--- src/fzp_pkg.sv ---
// shared types, constants and rule tables for the fuzzy tuned pi controller
package fzp_pkg;

    localparam int FZ_SETS = 7;

    // configuration register indexes
    localparam logic [2:0] CFG_INIT_P   = 3'd0;
    localparam logic [2:0] CFG_INIT_I   = 3'd1;
    localparam logic [2:0] CFG_ERR_BAND = 3'd2;
    localparam logic [2:0] CFG_OS_BAND  = 3'd3;
    localparam logic [2:0] CFG_PWM_LIM  = 3'd4;

    localparam logic [23:0] INIT_P_RST = 24'd543949;
    localparam logic [23:0] INIT_I_RST = 24'd78643;
    localparam logic [9:0]  BAND_RST   = 10'd60;
    localparam logic [9:0]  OS_RST     = 10'd8;
    localparam logic [15:0] LIMIT_RST  = 16'd7200;

    localparam logic [23:0] GAIN_MAX   = 24'hFFFFFF;
    localparam logic [31:0] RECIP_50   = 32'd1342178;     // ceil(2^26 / 50)
    localparam logic [31:0] RECIP_10   = 32'd858993460;   // ceil(2^33 / 10)
    localparam logic signed [43:0] STEP_LIMIT = 44'sd32768000;
    localparam logic signed [31:0] PULL_DOWN  = -32'sd5898240;   // -360 in q16.14

    // fuzzy set corners on the scaled axis, NB..PB
    localparam logic [1:0] SH_LEFT  = 2'd0;
    localparam logic [1:0] SH_TRI   = 2'd1;
    localparam logic [1:0] SH_RIGHT = 2'd2;
    localparam logic [1:0] FZ_SHAPE [FZ_SETS] =
        '{SH_LEFT, SH_TRI, SH_TRI, SH_TRI, SH_TRI, SH_TRI, SH_RIGHT};
    localparam logic signed [3:0] FZ_A [FZ_SETS] =
        '{-4'sd3, -4'sd3, -4'sd3, -4'sd2, -4'sd1, 4'sd0, 4'sd1};
    localparam logic signed [3:0] FZ_B [FZ_SETS] =
        '{-4'sd1, -4'sd2, -4'sd1, 4'sd0, 4'sd1, 4'sd2, 4'sd3};
    localparam logic signed [3:0] FZ_C [FZ_SETS] =
        '{4'sd0, 4'sd0, 4'sd1, 4'sd2, 4'sd3, 4'sd3, 4'sd0};

    // rule labels, row-major over (error set, change set)
    localparam logic [2:0] RULE_P [FZ_SETS*FZ_SETS] = '{
        3'd6,3'd6,3'd5,3'd5,3'd4,3'd3,3'd3, 3'd6,3'd6,3'd5,3'd4,3'd4,3'd3,3'd3,
        3'd5,3'd5,3'd5,3'd4,3'd3,3'd2,3'd2, 3'd5,3'd5,3'd4,3'd3,3'd2,3'd1,3'd1,
        3'd4,3'd4,3'd3,3'd2,3'd2,3'd1,3'd1, 3'd4,3'd3,3'd2,3'd1,3'd1,3'd1,3'd0,
        3'd3,3'd3,3'd1,3'd1,3'd1,3'd0,3'd0};
    localparam logic [2:0] RULE_I [FZ_SETS*FZ_SETS] = '{
        3'd0,3'd0,3'd1,3'd1,3'd2,3'd3,3'd3, 3'd0,3'd0,3'd1,3'd2,3'd2,3'd3,3'd3,
        3'd0,3'd1,3'd2,3'd2,3'd3,3'd4,3'd4, 3'd1,3'd1,3'd2,3'd3,3'd4,3'd5,3'd5,
        3'd1,3'd2,3'd3,3'd4,3'd4,3'd5,3'd6, 3'd3,3'd3,3'd4,3'd4,3'd5,3'd6,3'd6,
        3'd3,3'd3,3'd4,3'd5,3'd5,3'd6,3'd6};

    // gain change base (already times 32768) and slope per label
    localparam logic signed [20:0] DP_BASE [FZ_SETS] = '{-21'sd327680, -21'sd491520,
        -21'sd327680, 21'sd0, 21'sd327680, 21'sd491520, 21'sd327680};
    localparam logic signed [5:0] DP_SLOPE [FZ_SETS] =
        '{-6'sd20, -6'sd5, 6'sd0, 6'sd0, 6'sd0, 6'sd5, 6'sd20};
    localparam logic signed [20:0] DI_BASE [FZ_SETS] = '{-21'sd65536, -21'sd98304,
        -21'sd65536, 21'sd0, 21'sd65536, 21'sd98304, 21'sd65536};
    localparam logic signed [5:0] DI_SLOPE [FZ_SETS] =
        '{-6'sd4, -6'sd1, 6'sd0, 6'sd0, 6'sd0, 6'sd1, 6'sd4};

    typedef enum logic [3:0] {
        S_IDLE, S_CHECK, S_FUZZ, S_MULP, S_MULI, S_GAIN,
        S_MULA, S_MULB, S_MULC, S_MULD, S_FIN, S_DONE
    } t_state;

    typedef enum logic [1:0] {FZ_IDLE, FZ_GRADE, FZ_PICK, FZ_DONE} t_fz_state;

    typedef struct packed {
        logic               start;
        logic signed [16:0] err;
        logic signed [16:0] err_last;
    } t_fz_ctl;

    typedef struct packed {
        logic        done;
        logic [2:0]  lp;
        logic [2:0]  li;
        logic [15:0] lsd;
    } t_fz_stat;

endpackage

--- src/fzp_mul.sv ---
// shared unsigned multiplier with registered product
module fzp_mul (
    input  logic        i_clk,
    input  logic [31:0] i_a,
    input  logic [31:0] i_b,
    output logic [63:0] o_prod
);
    logic [63:0] r_prod;

    // one product per cycle
    always_ff @(posedge i_clk) begin
        r_prod <= 64'(i_a) * 64'(i_b);
    end

    assign o_prod = r_prod;
endmodule

--- src/fzp_fuzzy.sv ---
// fuzzifier and first-maximum rule pick, one fuzzy set per cycle
module fzp_fuzzy (
    input  logic             i_clk,
    input  logic             i_rst_n,
    input  fzp_pkg::t_fz_ctl i_ctl,
    output fzp_pkg::t_fz_stat o_stat
);
    import fzp_pkg::*;

    t_fz_state   r_state, n_state;
    logic [2:0]  r_idx;
    logic [15:0] r_ge [FZ_SETS];
    logic [15:0] r_gc [FZ_SETS];
    logic [15:0] r_max_e, r_max_c;
    logic [2:0]  r_bi, r_bj;
    logic        r_fnd_e, r_fnd_c;
    logic signed [17:0] diff;
    logic signed [20:0] num_e, num_c;
    logic [15:0] g_e, g_c, lsd;
    logic [5:0]  rule_sel;

    // floor(x * 16384 / 5) >> sh for x up to 40
    function automatic logic [15:0] frac(input logic [5:0] x, input logic [1:0] sh);
        logic [9:0]  t;
        logic [3:0]  q;
        logic [5:0]  r;
        logic [13:0] rf;
        logic [17:0] f;
        t = 10'(x) * 10'd13;
        q = t[9:6];
        r = x - 6'(5 * q);
        case (r[2:0])
            3'd1: rf = 14'd3276;
            3'd2: rf = 14'd6553;
            3'd3: rf = 14'd9830;
            3'd4: rf = 14'd13107;
            default: rf = 14'd0;
        endcase
        f = {q, 14'b0} + 18'(rf);
        f = f >> sh;
        return f[15:0];
    endfunction

    // q1.15 membership of num / unit in set idx
    function automatic logic [15:0] grade(input logic signed [20:0] num,
                                          input logic [2:0] idx, input logic ax);
        logic signed [20:0] u, pa, pb, pc, dd;
        logic [5:0]  x;
        logic [1:0]  sh;
        logic [15:0] g;
        u  = ax ? 21'sd10 : 21'sd20;
        pa = 21'(FZ_A[idx]) * u;
        pb = 21'(FZ_B[idx]) * u;
        pc = 21'(FZ_C[idx]) * u;
        x  = 6'd0;
        dd = pb - pa;
        g  = 16'd0;
        case (FZ_SHAPE[idx])
            SH_LEFT: begin
                if (num <= pa) g = 16'd32768;
                else if (num <= pb) x = 6'(pb - num);
            end
            SH_RIGHT: begin
                if (num >= pb) g = 16'd32768;
                else if (num > pa) x = 6'(num - pa);
            end
            default: begin
                if (num > pa && num <= pb) x = 6'(num - pa);
                else if (num > pb && num <= pc) begin
                    x  = 6'(pc - num);
                    dd = pc - pb;
                end
            end
        endcase
        sh = (dd == 21'sd10) ? 2'd0 : (dd == 21'sd20) ? 2'd1 : 2'd2;
        if (g == 16'd0) g = frac(x, sh);
        return g;
    endfunction

    // scaled inputs: e over unit 20 and ec*3 over unit 10
    assign diff     = 18'(i_ctl.err) - 18'(i_ctl.err_last);
    assign num_e    = 21'(i_ctl.err);
    assign num_c    = 21'(diff) * 21'sd3;
    assign g_e      = grade(num_e, r_idx, 1'b0);
    assign g_c      = grade(num_c, r_idx, 1'b1);
    assign lsd      = (r_max_e < r_max_c) ? r_max_e : r_max_c;
    assign rule_sel = 6'(r_bi * 7) + 6'(r_bj);

    always_ff @(posedge i_clk) begin
        if (!i_rst_n) r_state <= FZ_IDLE;
        else          r_state <= n_state;
    end

    always_comb begin
        n_state = r_state;
        case (r_state)
            FZ_IDLE:  if (i_ctl.start) n_state = FZ_GRADE;
            FZ_GRADE: if (r_idx == 3'd6) n_state = FZ_PICK;
            FZ_PICK:  if (r_idx == 3'd6) n_state = FZ_DONE;
            FZ_DONE:  n_state = FZ_IDLE;
            default:  n_state = FZ_IDLE;
        endcase
        o_stat.done = (r_state == FZ_DONE);
        o_stat.lp   = RULE_P[rule_sel];
        o_stat.li   = RULE_I[rule_sel];
        o_stat.lsd  = lsd;
    end

    // grading pass then first-maximum search
    always_ff @(posedge i_clk) begin
        case (r_state)
            FZ_IDLE: begin
                r_idx   <= 3'd0;
                r_max_e <= 16'd0;
                r_max_c <= 16'd0;
                r_bi    <= 3'd0;
                r_bj    <= 3'd0;
                r_fnd_e <= 1'b0;
                r_fnd_c <= 1'b0;
            end
            FZ_GRADE: begin
                r_ge[r_idx] <= g_e;
                r_gc[r_idx] <= g_c;
                if (g_e > r_max_e) r_max_e <= g_e;
                if (g_c > r_max_c) r_max_c <= g_c;
                r_idx <= (r_idx == 3'd6) ? 3'd0 : r_idx + 3'd1;
            end
            FZ_PICK: begin
                if (!r_fnd_e && r_ge[r_idx] >= lsd) begin
                    r_fnd_e <= 1'b1;
                    r_bi    <= r_idx;
                end
                if (!r_fnd_c && r_gc[r_idx] >= lsd) begin
                    r_fnd_c <= 1'b1;
                    r_bj    <= r_idx;
                end
                r_idx <= r_idx + 3'd1;
            end
            default: ;
        endcase
    end

    assert property (@(posedge i_clk) disable iff (!i_rst_n)
        r_state == FZ_DONE |-> r_fnd_e && r_fnd_c)
        else $error("rule cell not found");
    assert property (@(posedge i_clk) disable iff (!i_rst_n)
        r_state == FZ_PICK |-> r_max_e <= 16'd32768 && r_max_c <= 16'd32768)
        else $error("membership above one");
    assert property (@(posedge i_clk) disable iff (!i_rst_n)
        i_ctl.start |-> r_state == FZ_IDLE)
        else $error("start while busy");
endmodule

--- src/fuzzy_tuned_incremental_pid.sv ---
// top level: sequencer, gain tuning, incremental pi step and pwm level
// When the error is inside error_band an item goes through the accept step,
// one range check, the fuzzifier (grading the seven fuzzy sets, searching for
// the winning rule cell, handing it over) and then the gain update, the step
// products and the level update, with five products through the one shared
// multiplier. Outside the band the fuzzifier and the gain update are skipped
// and an item uses three products. Input stall goes high after the accept and
// stays high until the sequencer is back in idle, including any wait for a
// stalled result to leave. The result is then held in an output register, so
// a further item can be taken while it waits.
// Writes to initial_p_gain or initial_i_gain also load the running gains.
module fuzzy_tuned_incremental_pid (
    input  logic        i_clk,
    input  logic        i_rst_n,
    input  logic        i_valid,
    output logic        o_stall,
    input  logic [15:0] i_setpoint,
    input  logic [15:0] i_measured,
    output logic        o_valid,
    input  logic        i_stall,
    output logic [15:0] o_pwm_duty,
    output logic [23:0] o_p_gain_now,
    output logic [23:0] o_i_gain_now,
    output logic        o_overshoot_armed,
    input  logic        i_cfg_we,
    input  logic [2:0]  i_cfg_idx,
    input  logic [23:0] i_cfg_data
);
    import fzp_pkg::*;

    t_state r_state, n_state;
    logic [23:0] r_init_p, r_init_i, r_p, r_i;
    logic [9:0]  r_band, r_ob;
    logic [15:0] r_limit;
    logic signed [16:0] r_e, r_last;
    logic [29:0] r_level;
    logic        r_armed;
    logic signed [20:0] r_yp, r_yi;
    logic signed [16:0] r_dp;
    logic [40:0] r_s1;
    logic        r_nneg;
    logic [28:0] r_nmag;
    logic        r_ovalid, r_oarm;
    logic [15:0] r_oduty;
    logic [23:0] r_op, r_oi;

    logic [31:0] mul_a, mul_b;
    logic [63:0] prod;
    t_fz_ctl  fz_ctl;
    t_fz_stat fz_st;
    logic        accept, in_band, out_free;
    logic signed [17:0] e18, band18, ob18;
    logic [20:0] mag_p, mag_i;
    logic [15:0] abs_e, abs_le;
    logic signed [20:0] yp, yi;
    logic signed [16:0] dq, di;
    logic signed [25:0] vp, vi;
    logic signed [43:0] t1, t2, n, nc;
    logic [28:0] nmag;
    logic signed [31:0] inc, lv;
    logic [29:0] top;

    fzp_mul u_mul (.i_clk(i_clk), .i_a(mul_a), .i_b(mul_b), .o_prod(prod));
    fzp_fuzzy u_fuzzy (.i_clk(i_clk), .i_rst_n(i_rst_n), .i_ctl(fz_ctl), .o_stat(fz_st));

    assign accept   = i_valid && !o_stall;
    assign out_free = !r_ovalid || !i_stall;
    assign e18      = 18'(r_e);
    assign band18   = 18'(r_band);
    assign ob18     = 18'(r_ob);
    assign in_band  = (e18 <= band18) && (e18 >= -band18);
    assign abs_e    = r_e[16] ? 16'(-r_e) : r_e[15:0];
    assign abs_le   = r_last[16] ? 16'(-r_last) : r_last[15:0];
    assign mag_p    = (r_yp[20] ? 21'(-r_yp) : 21'(r_yp)) + 21'd25;
    assign mag_i    = (r_yi[20] ? 21'(-r_yi) : 21'(r_yi)) + 21'd25;
    assign top      = {r_limit, 14'b0};

    assign fz_ctl.start    = (r_state == S_CHECK) && in_band;
    assign fz_ctl.err      = r_e;
    assign fz_ctl.err_last = r_last;

    // rule values for the chosen labels
    assign yp = DP_BASE[fz_st.lp] + DP_SLOPE[fz_st.lp] * $signed({5'b0, fz_st.lsd});
    assign yi = DI_BASE[fz_st.li] + DI_SLOPE[fz_st.li] * $signed({5'b0, fz_st.lsd});

    // rounded gain changes from the reciprocal products
    assign dq = r_yp[20] ? -$signed({1'b0, prod[41:26]}) : $signed({1'b0, prod[41:26]});
    assign di = r_yi[20] ? -$signed({1'b0, prod[41:26]}) : $signed({1'b0, prod[41:26]});
    assign vp = $signed({2'b0, r_p}) + 26'(r_dp);
    assign vi = $signed({2'b0, r_i}) + 26'(di);

    // step numerator, clamp and scale by 9
    assign t1 = r_e[16] ? -$signed({3'b0, r_s1}) : $signed({3'b0, r_s1});
    assign t2 = r_last[16] ? -$signed({3'b0, prod[40:0]}) : $signed({3'b0, prod[40:0]});
    assign n  = t1 - t2;
    assign nc = (n > STEP_LIMIT) ? STEP_LIMIT : (n < -STEP_LIMIT) ? -STEP_LIMIT : n;
    assign nmag = 29'(nc[43] ? -nc : nc) * 29'd9 + 29'd5;

    // shared multiplier operands
    always_comb begin
        mul_a = 32'd0;
        mul_b = 32'd0;
        case (r_state)
            S_MULP: begin mul_a = 32'(mag_p); mul_b = RECIP_50; end
            S_MULI: begin mul_a = 32'(mag_i); mul_b = RECIP_50; end
            S_MULA: begin mul_a = 32'({1'b0, r_p} + {1'b0, r_i}); mul_b = 32'(abs_e); end
            S_MULB: begin mul_a = 32'(r_p); mul_b = 32'(abs_le); end
            S_MULD: begin mul_a = 32'(r_nmag); mul_b = RECIP_10; end
            default: ;
        endcase
    end

    // pwm level update for the case at hand
    always_comb begin
        inc = r_nneg ? -32'(prod[57:33]) : 32'(prod[57:33]);
        lv  = $signed({2'b0, r_level});
        if (e18 > band18) begin
            lv  = $signed({2'b0, top});
            inc = 32'sd0;
        end else if (e18 < -band18) begin
            lv  = 32'sd0;
            inc = 32'sd0;
        end else if (e18 < ob18 && r_armed) begin
            lv  = 32'sd0;
            inc = 32'sd0;
        end else if (-e18 > ob18) begin
            inc = PULL_DOWN;
        end
        lv = lv + inc;
        if (lv > $signed({2'b0, top})) lv = $signed({2'b0, top});
        if (lv < 32'sd0) lv = 32'sd0;
    end

    always_ff @(posedge i_clk) begin
        if (!i_rst_n) r_state <= S_IDLE;
        else          r_state <= n_state;
    end

    always_comb begin
        n_state = r_state;
        o_stall = (r_state != S_IDLE);
        case (r_state)
            S_IDLE:  if (accept) n_state = S_CHECK;
            S_CHECK: n_state = in_band ? S_FUZZ : S_MULA;
            S_FUZZ:  if (fz_st.done) n_state = S_MULP;
            S_MULP:  n_state = S_MULI;
            S_MULI:  n_state = S_GAIN;
            S_GAIN:  n_state = S_MULA;
            S_MULA:  n_state = S_MULB;
            S_MULB:  n_state = S_MULC;
            S_MULC:  n_state = S_MULD;
            S_MULD:  n_state = S_FIN;
            S_FIN:   n_state = S_DONE;
            S_DONE:  if (out_free) n_state = S_IDLE;
            default: n_state = S_IDLE;
        endcase
    end

    // controller state, configuration and datapath registers
    always_ff @(posedge i_clk) begin
        if (!i_rst_n) begin
            r_init_p <= INIT_P_RST;
            r_init_i <= INIT_I_RST;
            r_p      <= INIT_P_RST;
            r_i      <= INIT_I_RST;
            r_band   <= BAND_RST;
            r_ob     <= OS_RST;
            r_limit  <= LIMIT_RST;
            r_last   <= 17'sd0;
            r_level  <= 30'd0;
            r_armed  <= 1'b0;
        end else begin
            if (i_cfg_we) begin
                case (i_cfg_idx)
                    CFG_INIT_P:   begin r_init_p <= i_cfg_data; r_p <= i_cfg_data; end
                    CFG_INIT_I:   begin r_init_i <= i_cfg_data; r_i <= i_cfg_data; end
                    CFG_ERR_BAND: r_band  <= i_cfg_data[9:0];
                    CFG_OS_BAND:  r_ob    <= i_cfg_data[9:0];
                    CFG_PWM_LIM:  r_limit <= i_cfg_data[15:0];
                    default: ;
                endcase
            end
            case (r_state)
                S_GAIN: begin
                    r_p <= (vp < 26'sd0) ? 24'd0 :
                           (vp > $signed({2'b0, GAIN_MAX})) ? GAIN_MAX : vp[23:0];
                    r_i <= (vi < 26'sd0) ? 24'd0 :
                           (vi > $signed({2'b0, GAIN_MAX})) ? GAIN_MAX : vi[23:0];
                end
                S_FIN: begin
                    r_level <= lv[29:0];
                    r_last  <= r_e;
                    if (e18 > band18) r_armed <= 1'b1;
                    else if (e18 >= -band18 && e18 < ob18) r_armed <= 1'b0;
                end
                default: ;
            endcase
        end
    end

    // per-item working registers
    always_ff @(posedge i_clk) begin
        case (r_state)
            S_IDLE: r_e <= $signed({1'b0, i_setpoint}) - $signed({1'b0, i_measured});
            S_FUZZ: begin
                r_yp <= yp;
                r_yi <= yi;
            end
            S_MULI: r_dp <= dq;
            S_MULB: r_s1 <= prod[40:0];
            S_MULC: begin
                r_nneg <= nc[43];
                r_nmag <= nmag;
            end
            default: ;
        endcase
    end

    // output register
    always_ff @(posedge i_clk) begin
        if (!i_rst_n) begin
            r_ovalid <= 1'b0;
        end else begin
            if (r_state == S_DONE && out_free) begin
                r_ovalid <= 1'b1;
                r_oduty  <= r_level[29:14];
                r_op     <= r_p;
                r_oi     <= r_i;
                r_oarm   <= r_armed;
            end else if (!i_stall) begin
                r_ovalid <= 1'b0;
            end
        end
    end

    assign o_valid           = r_ovalid;
    assign o_pwm_duty        = r_oduty;
    assign o_p_gain_now      = r_op;
    assign o_i_gain_now      = r_oi;
    assign o_overshoot_armed = r_oarm;

    assert property (@(posedge i_clk) disable iff (!i_rst_n)
        r_state == S_FIN |=> r_state == S_DONE)
        else $error("finish step not followed by done");
    assert property (@(posedge i_clk) disable iff (!i_rst_n)
        fz_st.done |-> r_state == S_FUZZ)
        else $error("fuzzy result outside tuning step");
    assert property (@(posedge i_clk) disable iff (!i_rst_n)
        r_state == S_DONE |-> r_level <= top)
        else $error("pwm level above limit");
endmodule
--- config.mk ---
export PLATFORM = sky130hd
export DESIGN_NAME = fuzzy_tuned_incremental_pid
export DESIGN_NICKNAME = d
export VERILOG_FILES = /design/src/fzp_pkg.sv /design/src/fzp_mul.sv /design/src/fzp_fuzzy.sv /design/src/fuzzy_tuned_incremental_pid.sv
export SDC_FILE = /design/constraint.sdc
export NUM_CORES = 2
export LEC_CHECK = 0
export BUFFER_PORTS_ARGS = -buffer_cell sky130_fd_sc_hd__clkbuf_2
export CORE_MARGIN = 2
export CORE_UTILIZATION = 50
export CTS_CLUSTER_SIZE = 8
export DETAILED_ROUTE_END_ITERATION = 8
export GPL_ROUTABILITY_DRIVEN = 1
export PLACE_DENSITY = 0.68
export REMOVE_ABC_BUFFERS = 1
export SYNTH_ARGS = -nofsm -noshare
export SYNTH_HDL_FRONTEND = slang
export SYNTH_HIERARCHICAL = 1
export SYNTH_SLANG_ARGS = --single-unit
--- constraint.sdc ---
create_clock -name i_clk -period 12.9 [get_ports i_clk]
set_clock_uncertainty 0.05 [all_clocks]
set_input_delay 0.645 -clock i_clk [delete_from_list [all_inputs] [get_ports i_clk]]
set_output_delay 0.645 -clock i_clk [all_outputs]
set_load 0.02 [all_outputs]
After elaboration in Yosys (flattened, before gate mapping)
Memories as Yosys holds them, arrays and structs flattened. A register that Yosys moved wholly into a read port is not among the register bits.
Cells that the tools add are included.
{"block": "totals", "in_bits": 64, "output_inout_bits": 67, "mem_bits_ro": 928, "latchBits": 0, "word_cells": 350, "n_memories": 12, "ff_bits": 452, "ramBits": 224}
{"name": "(name not given)", "depth": 64, "width": 3, "read_ports": 1, "rd_clocked_by_memory_dff": 0, "write_ports": 0, "line_no": "fzp_fuzzy.sv:104", "text": "o_stat.lp = RULE_P[rule_sel];"}
{"name": "(name not given)", "depth": 64, "width": 3, "read_ports": 1, "rd_clocked_by_memory_dff": 0, "write_ports": 0, "line_no": "fzp_fuzzy.sv:105", "text": "o_stat.li = RULE_I[rule_sel];"}
{"name": "(name not given)", "depth": 8, "width": 21, "read_ports": 1, "rd_clocked_by_memory_dff": 0, "write_ports": 0, "line_no": "fuzzy_tuned_incremental_pid.sv:84", "text": "assign yi = DI_BASE[fz_st.li] + DI_SLOPE[fz_st.li] * $signed({5'b0, fz_st.lsd});"}
{"name": "(name not given)", "depth": 8, "width": 21, "read_ports": 1, "rd_clocked_by_memory_dff": 0, "write_ports": 0, "line_no": "fuzzy_tuned_incremental_pid.sv:83", "text": "assign yp = DP_BASE[fz_st.lp] + DP_SLOPE[fz_st.lp] * $signed({5'b0, fz_st.lsd});"}
{"name": "u_fuzzy.r_gc", "depth": 7, "width": 16, "read_ports": 1, "rd_clocked_by_memory_dff": 1, "write_ports": 1, "line_no": "fzp_fuzzy.sv:13", "text": "logic [15:0] r_gc [FZ_SETS];"}
{"name": "u_fuzzy.r_ge", "depth": 7, "width": 16, "read_ports": 1, "rd_clocked_by_memory_dff": 1, "write_ports": 1, "line_no": "fzp_fuzzy.sv:12", "text": "logic [15:0] r_ge [FZ_SETS];"}
{"name": "+6 memories"}
{"block": "classes", "n_shift": 2, "add_sub_neg": 39, "magnitude_cmp": 35, "mul": 16, "div_mod_pow": 0, "n_bitwise": 4, "n_reduce_logical": 47, "n_eq_ne": 43, "muxes": 121}
{"op": "$mux 21", "n": 12}
{"op": "$mux 24", "n": 10}
{"op": "$mux 16", "n": 12}
{"op": "$mux 32", "n": 6}
{"op": "$mux 44", "n": 4}
{"op": "$pmux 29 s5", "n": 1}
{"op": "$pmux 16 s2", "n": 4}
{"op": "$mux 30", "n": 4}
{"op": "$pmux 30 s4", "n": 1}
{"op": "$pmux 14 s4", "n": 2}
{"op": "$mux 6", "n": 16}
{"op": "$neg 41->44", "n": 2}
{"op": "$le 21x9->1", "n": 3}
{"op": "$mul 29x30->58", "n": 1}
{"op": "$add 25x17->26", "n": 2}
{"op": "$gt 26x25->1 const B", "n": 2}
{"op": "$lt 26x1->1 const B", "n": 2}
{"op": "$le 17x10->1", "n": 3}
{"op": "$mul 4x4->8 const B", "n": 6}
{"op": "$pmux 4 s12", "n": 1}
{"op": "$gt 44x26->1 const B", "n": 1}
{"op": "$lt 44x26->1 const B", "n": 1}
{"op": "$sub 44x44->44", "n": 1}
{"op": "$add 21x21->21", "n": 2}
{"op": "other kinds (84)", "n": 208}

Depth between registers and ports, before layout
{"block": "logic_depth", "word_depth": 22, "mapped_depth": 69, "mapped_depth_nobuf": 68}

Hierarchy
The synthesis kept the hierarchy.
{"mod": "fuzzy_tuned_incremental_pid", "area_per_inst_um2": 36790.3, "cells_each": 4333, "seq_area_each_um2": 9108.7, "instances": 1}
{"mod": "fzp_mul", "area_per_inst_um2": 34894.7, "cells_each": 3815, "seq_area_each_um2": 1281.2, "instances": 1}
{"mod": "fzp_fuzzy", "area_per_inst_um2": 15442.3, "cells_each": 1568, "seq_area_each_um2": 4754.6, "instances": 1}

Least setup slack after synthesis
OpenSTA, ideal clock, no wires.
{"block": "synth_path", "path_type": "flip-flop to flip-flop", "start": "reg r_e[2]", "end": "reg u_fuzzy.r_max_c[10] (enable)", "required_time_ns": 12.479, "synth_period_minus_slack_ns": 12.921, "slack_ns": -0.021, "setup_ns": 0.371, "path_buffers": 1, "stages_incl_launch_ff": 63, "t_arrival_ns": 12.500, "path_cell_list": "edfxtp_1 > ha_1 > nor2b_1 > o21ai_0 > a21oi_1 > o21ai_0 > a21boi_0 > o21ai_0 > a21boi_0 > o21ai_0 > a21boi_0 > o21ai_0 > a21boi_0 > o31a_1 > o311ai_0 > ha_1 > ha_1 > clkbuf_1 > (+27 left out) > a21oi_1 > o21bai_1 > a21oi_1 > o21ai_1 > a21oi_1 > ha_1 > a21o_1 > a21o_1 > a21oi_1 > nor2b_1 > o21ai_0 > nand2b_1 > a21oi_1 > nor2b_1 > o21ai_0 > nand2b_1 > a21oi_1 > o21ai_0"}
{"block": "synth_via", "elab_chain_cells": 19, "word_cells_on_any_way": 46, "cone_classes": "6 x add/sub; 3 x mul; 7 x order compare; 7 x eq/ne; 1 x shift; 18 x mux; 4 x reduce/logical"}
{"item": "from (decl)", "line_no": "fuzzy_tuned_incremental_pid.sv:35", "text": "logic signed [16:0] r_e, r_last;"}
{"item": "from (signal assigned)", "line_no": "fuzzy_tuned_incremental_pid.sv:204", "text": "S_IDLE: r_e <= $signed({1'b0, i_setpoint}) - $signed({1'b0, i_measured});"}
{"item": "$sub 17x17->18 *", "line_no": "fzp_fuzzy.sv:81", "text": "assign diff = 18'(i_ctl.err) - 18'(i_ctl.err_last);"}
{"item": "$mul 18x3->21 *", "line_no": "fzp_fuzzy.sv:83", "text": "assign num_c = 21'(diff) * 21'sd3;"}
{"item": "$gt 21x9->1 or $le 21x9->1 (tied branches)", "line_no": "fzp_fuzzy.sv:69", "text": "else if (num > pb && num <= pc) begin"}
{"item": "$logic_and 1x1->1", "line_no": "fzp_fuzzy.sv:69"}
{"item": "$mux 6", "line_no": "fzp_fuzzy.sv:69"}
{"item": "$mux 6", "line_no": "fzp_fuzzy.sv:68", "text": "if (num > pa && num <= pb) x = 6'(num - pa);"}
{"item": "$pmux 6 s2", "line_no": "fzp_fuzzy.sv:58", "text": "case (FZ_SHAPE[idx])"}
{"item": "$mul 6x4->10", "line_no": "fzp_fuzzy.sv:29", "text": "t = 10'(x) * 10'd13;"}
{"item": "(+4 left out)"}
{"item": "$mux 14", "line_no": "fzp_fuzzy.sv:76", "text": "if (g == 16'd0) g = frac(x, sh);"}
{"item": "$add 18x14->18", "line_no": "fzp_fuzzy.sv:39", "text": "f = {q, 14'b0} + 18'(rf);"}
{"item": "$shr 18x2->16", "line_no": "fzp_fuzzy.sv:40", "text": "f = f >> sh;"}
{"item": "$mux 16 *", "line_no": "fzp_fuzzy.sv:76"}
{"item": "named net u_fuzzy.g_c[3]", "line_no": "fzp_fuzzy.sv:19", "text": "logic [15:0] g_e, g_c, lsd;"}
{"item": "$gt 16x16->1 *", "line_no": "fzp_fuzzy.sv:125", "text": "if (g_c > r_max_c) r_max_c <= g_c;"}
{"item": "$ne 2x1->1 (no line) *"}
{"item": "$reduce_and 2->1 (no line) *"}
{"item": "to (signal assigned)", "line_no": "fzp_fuzzy.sv:125"}
{"item": "to (decl)", "line_no": "fzp_fuzzy.sv:14", "text": "logic [15:0] r_max_e, r_max_c;"}
The timed path passes the listed nets; every way through them passes the cells marked *. The select of a mux whose other input is x is not followed.
A chain may end at the register's enable or synchronous reset.

==> impl_metrics.py <==
metrics = {
    "run_status": {
        "status": "completed",
    },
    "grt": {
        "grt_use_total_pct": 30.6,
        "overflow": 0,
        "grt_max_degree": 80,
        "grt_pass1_wl_mm": 415,
        "grt_pass1_vias": 71500,
        "antenna_found_initial": 9,
    },
    "timing": {
        "worst_slew_pin_slew_ns": 1.40,
        "finalCriticalPeriod_ns": 12.36,
        "maxSlewViolCount": 0,
        "final.setup.tns_ns": 0,
        "slew-limit-headroom_pct": 6.39,
        "finalSetupViolations": 0,
        "final.period_utilization_pct": 95.8,
        "fmaxAchievable_ghz": 0.0809,
        "hold_viol_final": 0,
    },
    "die": {
        "pin_count": 131,
        "coreArea_mm2": 0.171,
        "die-area_mm2": 0.175,
        "rows": 152,
        "die_x_um": 418,
        "initial_core_util_pct": 50.2,
        "die_h_um": 418,
    },
    "routing": {
        "remaining_drc_errors": 0,
        "wl_mm": 269,
        "ant_nets": 0,
        "firstDrtPassIters": 8,
        "num_vias": 70200,
        "wl_per_cell_um": 22.5,
        "drt_iter0_drc": 5919,
        "via_per_inst": 5.88,
    },
    "placement": {
        "dp_hpwl_mm": 209,
        "portBuffers": 130,
        "gp_congestion": 0.973,
        "dp.cells": 11800,
        "placed_cell_area_mm2": 0.0900,
    },
    "clock_tree": {
        "clockBufferDepth": 3,
        "htree_levels": 3,
        "cts.sinks": 567,
        "clkTransAtPathRegs_ns": 0.05,
        "clk_root_buffer_cell": "clkbuf_16",
        "clock_latency_ns": 0.74,
        "cts_buffers": 83,
        "hold_buffers": 0,
        "cts_tree": "built",
    },
    "pwr": {
        "vdd_drop_max_mv": 0.867,
        "power_density_mw_per_mm2": 296,
        "p_leak_nw": 42.8,
    },
    "critical_path": {
        "worst_ep_arrival_time_ns": 12.86,
        "path_common_cell": "fa_1",
        "cpPeakStageDelay_ns": 0.72,
        "criticalPathCategory": "flop to flop",
        "crit_fanout": 20,
        "cp-end-kind": "flop",
        "path_buf_inv": 4,
        "crit_family": "adder cells",
        "start_kind": "flop",
        "ff2ff_setup_slack_ns": 0.54,
        "cp_slowest_cell": "nor4b_4",
        "cp.required_ns": 13.40,
    },
    "flow_run": {
        "maxCapViolCount": 0,
    },
    "logic_synthesis": {
        "synthesis.instances": 9574,
        "synth_warnings": 6,
        "syn_area_mm2": 0.0858,
        "postSynthAreaPerCell_um2": 8.97,
    },
    "cells_and_area": {
        "fin_nets": 11600,
        "final_area_mm2": 0.0929,
        "fillers": 15400,
        "instances_no_fill": 11900,
        "syn_to_final_growth_pct": 8.23,
        "layout-drive-gt1-share_pct": 7.81,
    },
    "hold_path": {
        "min_path_type": "input pin to flop",
    },
}
cells in the final DEF (no fill, tap or decap), types with 107 or more instances in the layout:
master	n
dfxtp_1	197
ha_1	871
clkbuf_2	129
xor2_1	192
edfxtp_1	367
a21oi_1	384
nor2_1	365
fa_1	1031
a21o_1	150
nand2b_1	107
inv_1	1358
buf_4	280
xnor2_1	326
o21ai_0	335
nor3_1	114
and2_1	678
nand2_1	1069
metrics by stage:
step / hold slack, ns / utilization (%) / total power, W / setup WS [ns]
3_3_place_gp: 0.390 / 52.6 / 0.0242 / -0.257
5_1_grt: 0.130 / 54.3 / 0.0301 / -0.0109
2_1_floorplan: 0.374 / - / 0.0181 / -2.40
6_report: 0.137 / 54.3 / 0.0275 / 0.539
3_5_place_dp: 0.394 / 52.6 / 0.0246 / -0.401
4_1_cts: 0.0877 / 54.1 / 0.0271 / 0.00312
repair_timing:
item                                    CTS  global route
gates resized for setup                  13            59
setup buffers                             0             9
endpoints found under the setup margin    9            16
cloned                                    0             1
pin swaps                                 0            36
path summary, 6_finish.rpt:
check,startpoint,to,cells after the start
worst max-delay path,r_state[3]$_SDFFE_PN0P_,u_mul/o_prod[53]$_DFF_P_,32
worst min-delay path,i_cfg_data[11],r_limit[11]$_SDFFE_PN1P_,3
worst max register to register,r_state[3]$_SDFFE_PN0P_,u_mul/o_prod[53]$_DFF_P_,32
worst min register to register,r_level[19]$_SDFFE_PN0P_,o_pwm_duty[5]$_DFFE_PP_,0
flip-flops by register name, summed over array words and instances, names as in the netlist, 10 cells and up, named ones only:
register,cells
r_band,10
r_e,17
u_fuzzy/r_ge,63
r_yi,21
o_pwm_duty,16
u_fuzzy/r_gc,63
r_level,30
r_p,24
r_dp,17
r_s1,41
r_yp,21
o_p_gain_now,24
r_i,24
o_i_gain_now,24
u_mul/o_prod,58
r_last,17
r_ob,10
r_limit,16
r_nmag,29
where the power goes:
group / switching (W) / leakage (nW) / internal, W / total, W
Clock: 0.000917 / 1.18 / 0.00122 / 0.00214
Combinational: 0.0127 / 36.5 / 0.00919 / 0.0219
Sequential: 0.000254 / 5.08 / 0.00325 / 0.00350
tightest hold or removal path: stages:
cell and delay (ns):
clkbuf_2 0.11, nand2_1 0.05, o211ai_1 0.08
routing by layer:
layer / global-route usage [%] / up-vias / share of wire [%] / wire (um)
li1: - / 31900 / - / -
met1: 39.8 / 34800 / 41 / 110000
met2: 49.2 / 2851 / 45 / 122000
met3: 6.11 / 615 / 8.4 / 22500
met4: 14.4 / 6 / 5.3 / 14300
met5: 0 / - / 0.015 / 40
area by class of cell:
class / instances / area (um^2) / share of cell area, %
Antenna cell: 3 / 7.51 / 0.00808
Clock buffer: 133 / 2280 / 2.46
Clock inverter: 9 / 223 / 0.240
Inverter: 1364 / 5120 / 5.51
Multi-Input combinational cell: 7223 / 64700 / 69.6
Sequential cell: 567 / 15000 / 16.2
Tap cell: 2233 / 2790 / 3.01
Timing Repair Buffer: 411 / 2770 / 2.98
Note: power is estimated with default switching activity, not from simulation.
